$ cat src/arpt_queue.sv
// arpt_queue: two-entry queue, used on both the command side and the result side of the engine.
// Depends on nothing but its parameter.
`timescale 1ns / 1ps
module arpt_queue #(
  parameter int WIDTH = 8
) (
  input  logic             clk,
  input  logic             rst,
  input  logic             wr,
  input  logic [WIDTH-1:0] wdata,
  output logic             full,
  input  logic             rd,
  output logic [WIDTH-1:0] rdata,
  output logic             empty
);
  logic [WIDTH-1:0] ent [2];
  logic             rptr, wptr;
  logic [1:0]       cnt;

  assign full  = cnt == 2'd2;
  assign empty = cnt == 2'd0;
  assign rdata = ent[rptr];

  always_ff @(posedge clk) begin
    if (wr && !full) begin
      ent[wptr] <= wdata;
    end
    if (rst) begin
      rptr <= 1'b0;
      wptr <= 1'b0;
      cnt  <= 2'd0;
    end else begin
      if (wr && !full) begin
        wptr <= ~wptr;
      end
      if (rd && !empty) begin
        rptr <= ~rptr;
      end
      cnt <= cnt + 2'(wr && !full) - 2'(rd && !empty);
    end
  end
endmodule

$ cat config.mk
export PLATFORM = sky130hd
export DESIGN_NAME = arpt_queue
export DESIGN_NICKNAME = d
export VERILOG_FILES = /design/src/arpt_queue.sv
export SDC_FILE = /design/constraint.sdc
export NUM_CORES = 1
export LEC_CHECK = 0
export ABC_AREA = 1
export BUFFER_PORTS_ARGS = -buffer_cell sky130_fd_sc_hd__buf_2
export CORE_MARGIN = 4
export CORE_UTILIZATION = 40
export CTS_BUF_LIST = sky130_fd_sc_hd__clkbuf_8
export CTS_CLUSTER_SIZE = 8
export DETAILED_ROUTE_END_ITERATION = 8
export PLACE_DENSITY_LB_ADDON = 0.3
export SLEW_MARGIN = 5
export SYNTH_ARGS = -nofsm -noshare
export SYNTH_HDL_FRONTEND = slang
export SYNTH_SLANG_ARGS = --single-unit
$ cat constraint.sdc
create_clock -name clk -period 2.8 [get_ports clk]
set_clock_uncertainty 0.2 [all_clocks]
set_input_delay 0.56 -clock clk [delete_from_list [all_inputs] [get_ports clk]]
set_output_delay 0.56 -clock clk [all_outputs]
set_load 0.01 [all_outputs]
==> metrics.txt, run 1 <==
status finished, final reports clean; Die Wd around 55 um; CP Capture Type output port; Crit Path Class register to output port; power density over the cells just under 900 nW/um2; Synth area leaders edfxtp_1 55%, mux2_4 14%, dfxtp_1 12%; Max Cap Violations 0; register area share after synthesis 0.669; drt initial violations 4; crit path time final 2.14 ns; drt via density between 4 and 5; post-CTS setup buffers 0; WL per Instance roughly 11 um; # IOs 22; Die H approximately 55 um; first drt pass iteration count 4; Placeable Area 2000 um2; CTS Buf Count 3; hold_sp rst; Reg power frac 0.488; Net Sw Power between 200 and 300 uW; RSZ-0062 raised after global routing no; Setup TNS 0 ns; HP Class primary input to register; combinational share of power 0.314; hold slack roughly 0.27 ns; CP max FO 8; Max H-tree Level 1; CP startpoint kind register; vias in the first global route around 460; fin. max-slew vios 0; DRC viols 0; top-area cell type share of the netlist area 0.553; global-route wire length before repair between 1500 and 2000 um; layout cells sized above 1 0.386; post-synthesis cell count 64; Max VDD drop approximately 0.46 mV; DP Worst Slack between 0.9 and 1 ns; area growth from synthesis to layout 19.9%; P_int between 600 and 700 uW; FP Rows 16; Hold Crit Depth 2; fmax about 470 MHz; Synth Area per Inst about 14 um2; worst reg2reg path startpoint cnt[0]$_SDFF_PP0_; Total Die Area 2980 um2; port buffer count 21; synth unique cells 11; Synth Register Bits 21; RePlAce Congestion slightly above 0.8; worst-case reg-to-reg path depth 10; Pleak approximately 0.47 nW; # hold bufs at CTS 0; gr usage total 0.0930; Post-DP HPWL between 1000 and 1500 um; Syn Nets 78; Post-Syn Area just under 900 um2; Max clock buf depth 2; relative slew slack 0.564; Tcrit/Tclk final 0.764; Clk Latency, worst-skew pair 0.25 ns; Hold Fails Final Rpt 0; initial antenna violation count 0; CTS sink cnt 21; # resized after CTS 0; Ys Warns 0; CTS tree done; gr ovfl total 0; Final Routed Wirelength roughly 1300 um; Final Worst Setup Slack approximately 0.66 ns; Sw Share 0.298; clock network fraction of total power 0.198; Slew @ Worst Pin approximately 0.65 ns; initial core utilization 0.434; Diodes inserted 0; routed vias 525; Critical Path RT about 2.0 ns; Antenna Nets Post-Route 0; Worst-path clk slew 0.07 ns; largest net degree at the start of global routing 12; final net count just over 100; CP Data Arrival Time ~1.4 ns; Yosys top cell by area edfxtp_1; root buffer cell clkbuf_8; final setup vio count 0
per-layer routing:
layer / global-route usage / part of all wire / up-vias
met4: 0.0622 / 0.0062 / 0
met2: 0.163 / 0.53 / 15
met1: 0.0952 / 0.39 / 245
met5: 0 / 0 / -
met3: 0.0245 / 0.069 / 2
li1: - / - / 263
synth_stat cells (all sizes together):
cell type  count
edfxtp        16
mux2           8
inv           10
a21oi          2
nor2           9
dfxtp          5
ha             2
nand2          8
buf            1
nand3          3
critical path, cell delays in order, from the launching register on:
cell	delay, ns
dfxtp_1	0.65
mux2_4	0.34
buf_2	0.14
registers in the layout, indices dropped and copies added (netlist names), named ones only:
signal / flops
ent: 16
cnt: 2
rptr: 1
wptr: 1
stage by stage:
step / cell area, um2 / total power [mW] / utilization / std cells
after floorplan: 868 / 0.661 / - / 64
after global placement: 996 / 0.735 / 0.498 / 111
after detailed placement: 996 / 0.745 / 0.498 / 111
after CTS: 1040 / 0.927 / 0.520 / 115
after global routing: 1040 / 0.981 / 0.520 / 115
final: 1040 / 0.912 / 0.520 / 115
cells by family (layout without fill, tap and decap cells):
kind of cell               count (synthesis)  after routing  synth area share
muxes                                      8              8             0.138
and+or+nand+nor                           20             20            0.0965
DFF                                       21             21             0.669
buffers and inverters                     11             35            0.0562
AOI/OAI and AO/OA                          2              2            0.0115
adders and majority gates                  2              2            0.0288
worst paths after layout:
| path | to | slack, ns |
|---|---|---|
| setup / recovery | rdata[2] | 0.66 |
| hold / removal | cnt[0]$_SDFF_PP0_ | 0.27 |
| setup reg to reg | cnt[1]$_SDFF_PP0_ | 1.06 |
| hold reg to reg | rptr$_SDFFE_PP0P_ | 0.32 |
area by class of cell:
class	count	area, um2
fillers	189	961
flip-flops and latches	21	581
multi-input cells	32	239
repair buffers	21	105
clock buffers	3	41.3
inverters	10	37.5
well taps	27	33.8
clock inverters	1	3.75
placed cells by master, fill, tap and decap left out:
cell type	count
buf_2	21
edfxtp_1	16
inv_1	11
nand2_1	8
mux2_4	8
nor2_1	7
dfxtp_1	5
nand3_1	3
clkbuf_8	3
nor2_2	2
a21oi_1	2
ha_1	2
power groups by stage:
stage | logic [mW] | registers (mW) | clock network [mW]
finish | 0.286 | 0.445 | 0.181
global route | 0.324 | 0.452 | 0.205
CTS | 0.293 | 0.447 | 0.187
detailed placement | 0.292 | 0.453 | 0
global placement | 0.284 | 0.450 | 0
floorplan | 0.232 | 0.429 | 0
Note: power is estimated with default switching activity, not from simulation.
==> inputs of run 2 (changes only) <==
==> constraint.sdc (replaced) <==
create_clock -name clk -period 1.9 [get_ports clk]
set_clock_uncertainty 0.2 [all_clocks]
set_input_delay 0.38 -clock clk [delete_from_list [all_inputs] [get_ports clk]]
set_output_delay 0.38 -clock clk [all_outputs]
set_load 0.01 [all_outputs]
==> run 2 against run 1 <==
  * Cell area increased by 1.6%
  * Clock power rose by 48%
  * Wire length is 2.8% lower
  * Critical path depth is 1 higher
  * Final cell count rose by 1.7%
  * Combinational power increased by 63%
  * Utilization grew 0.81 points
  * Die area did not move
  * Flip-flop and latch count stayed put
  * Setup slack worse by 0.55 ns
  * Global-route usage rose by 0.11 points
  * Register-to-register slack got worse by 0.86 ns
==> metrics.txt, run 2 (synthesis gave the netlist of run 1 again) <==
DRC viols 0 (unchanged); first drt pass iteration count 3 (was 4); fmax 560 MHz; CTS tree done (unchanged); layout cells sized above 1 0.411 (was 0.386); final net count 105 (was 103); FP Rows 16 (unchanged); Total Die Area 2980 um2 (unchanged); Max VDD drop 0.588 mV (was 0.462 mV); Pleak 0.482 nW (was 0.471 nW); power density over the cells 1290 nW/um2 (was 876 nW/um2); initial antenna violation count 0 (unchanged); Sw Share 0.295 (was 0.298); Tcrit/Tclk final 0.939; Max clock buf depth 2 (unchanged); Die H 54.6 um (unchanged); Crit path largest cell delay 0.31 ns (was 0.65 ns); Hold Crit Depth 2 (unchanged); area occupied by multi-input gates 239 um2 (unchanged); routed vias 504 (was 525); Post-DP Area 1010 um2 (was 996 um2); area growth from synthesis to layout 21.8% (was 19.9%); HP Class primary input to register (unchanged); fin. max-slew vios 0 (unchanged); Diodes inserted 0 (unchanged); status finished, final reports clean (unchanged); DP Worst Slack 0.149 ns (was 0.916 ns); register area 582 um2 (was 581 um2); grt met3 use 0.0354 (was 0.0245); Hold Fails Final Rpt 0 (unchanged); # fillers 184 (was 189); relative slew slack 0.782 (was 0.564); Largest Register ent (unchanged); Post-DP HPWL 987 um (was 1000 um); Worst path top cell family by delay buffers and inverters (was flip-flops); commonest cells after routing, fill and taps aside 21 x buf_2, 16 x edfxtp_1, 11 x inv_1 (unchanged); gr usage total 0.0941 (was 0.0930); reg2reg end cnt[1]$_SDFF_PP0_ (unchanged); CP Cell Sequence buf_4 -> mux2_4 -> buf_2 (was mux2_4 -> buf_2); max reg flops 16 (unchanged); hold endpoint cnt[0]$_SDFF_PP0_ (unchanged); CP startpoint kind register (unchanged); hold_sp rst (unchanged); P_int 961 uW (was 641 uW); Clk Latency, worst-skew pair 0.25 ns (about the same); combinational share of power 0.341 (was 0.314); biggest regs ent x16, cnt x2 (unchanged); vias in the first global route 474 (was 457); root buffer cell clkbuf_8 (unchanged); commonest non-fill, non-tap cell in the layout buf_2 (unchanged); met1 Use GR 0.102 (was 0.0952); CP Capture Type output port (unchanged); CTS sink cnt 21 (unchanged); Reg power frac 0.464 (was 0.488); Max Cap Violations 0 (unchanged); Setup TNS 0 ns (unchanged); RePlAce Congestion 0.784 (was 0.817); drt via density 4.31 (was 4.57); final setup vio count 0 (unchanged); Bufs and invs on worst path 2 (was 1); Die Wd 54.6 um (unchanged); gr ovfl total 0 (unchanged); clock network fraction of total power 0.196 (was 0.198); # hold bufs at CTS 0 (unchanged); Placeable Area 2000 um2 (unchanged); post-route cell area 1060 um2 (was 1040 um2); RSZ-0062 raised after global routing no (unchanged); worst-case reg-to-reg path depth 10 (unchanged); CP max FO 8 (unchanged); Net Sw Power 403 uW (was 271 uW); Critical Path RT 1.32 ns (was 2.04 ns); Worst-path clk slew 0.07 ns (about the same); CP Data Arrival Time 1.20 ns (was 1.38 ns); Crit Path Class register to output port (unchanged); largest net degree at the start of global routing 12 (unchanged); global-route wire length before repair 1860 um (was 1840 um); Final Routed Wirelength 1250 um (was 1280 um); grt peak-use layer met2 (unchanged); Slew @ Worst Pin 0.327 ns (was 0.652 ns); met2 Use GR 0.157 (was 0.163); Final Worst Setup Slack 0.116 ns (was 0.661 ns); drt initial violations 9 (was 4); CTS Buf Count 3 (unchanged); initial core utilization 0.434 (unchanged); reg2reg setup slack 0.20 ns (was 1.06 ns); WL per Instance 10.6 um (was 11.1 um); worst reg2reg path startpoint cnt[0]$_SDFF_PP0_ (unchanged); port buffer count 21 (unchanged); crit path time final 1.78 ns; Antenna Nets Post-Route 0 (unchanged); Max H-tree Level 1 (unchanged); Slowest cell on crit path dfxtp_1 (unchanged); # IOs 22 (unchanged)
[run 2: changes by cell type in the layout (fill, tap and decap cells not counted)]
| cell | before | now |
|---|---|---|
| dfxtp_1 | 5 | 4 |
| buf_4 | 0 | 2 |
| dfxtp_2 | 0 | 1 |
[run 2: layout make-up]
cell class | instances | area share
Clock buffer | 3 | 0.0391
Timing Repair Buffer | 23 | 0.114
Tap cell | 27 | 0.0320
Clock inverter | 1 | 0.00355
Multi-Input combinational cell | 32 | 0.226
Sequential cell | 21 | 0.550
Inverter | 10 | 0.0355
[run 2: power by group through the flow]
stage	combinational, mW	clock [mW]	sequential [mW]
floorplan	0.342	0	0.632
global placement	0.463	0	0.635
detailed placement	0.475	0	0.639
CTS	0.475	0.277	0.631
global route	0.529	0.299	0.639
finish	0.465	0.267	0.632
[run 2: timing repair]
item | in CTS | in global routing
endpoints found under the hold margin | 0 | 0
setup buffers | 0 | 0
resized for setup | 0 | 1
setup endpoints to repair | 0 | 1
[run 2: per-layer routing]
metal  part of all wire  routed length, um
met5                  0                  0
met4                  0                  0
met3              0.065                 81
met2               0.51                641
met1               0.42                522
[run 2: stage by stage]
stage	hold WS (ns)	util	std cells	power [mW]
floorplan	0.251	-	64	0.974
global placement	0.288	0.505	113	1.10
detailed placement	0.294	0.505	113	1.11
CTS	0.0885	0.528	117	1.38
global route	0.0848	0.528	117	1.47
finish	0.0848	0.528	117	1.36
[run 2: worst max path at each step]
stage                                 start           endpoint  slack, ns  depth (start not counted)
after CTS                          register           rdata[4]       0.09                          3
after floorplan           cnt[0]$_SDFF_PP0_  cnt[1]$_SDFF_PP0_       0.28                         10
after detailed placement  cnt[0]$_SDFF_PP0_  cnt[1]$_SDFF_PP0_       0.15                         10
after global placement    cnt[0]$_SDFF_PP0_  cnt[1]$_SDFF_PP0_       0.21                         10
after global routing      cnt[0]$_SDFF_PP0_  cnt[1]$_SDFF_PP0_       0.02                         10
final                              register           rdata[4]       0.12                          3
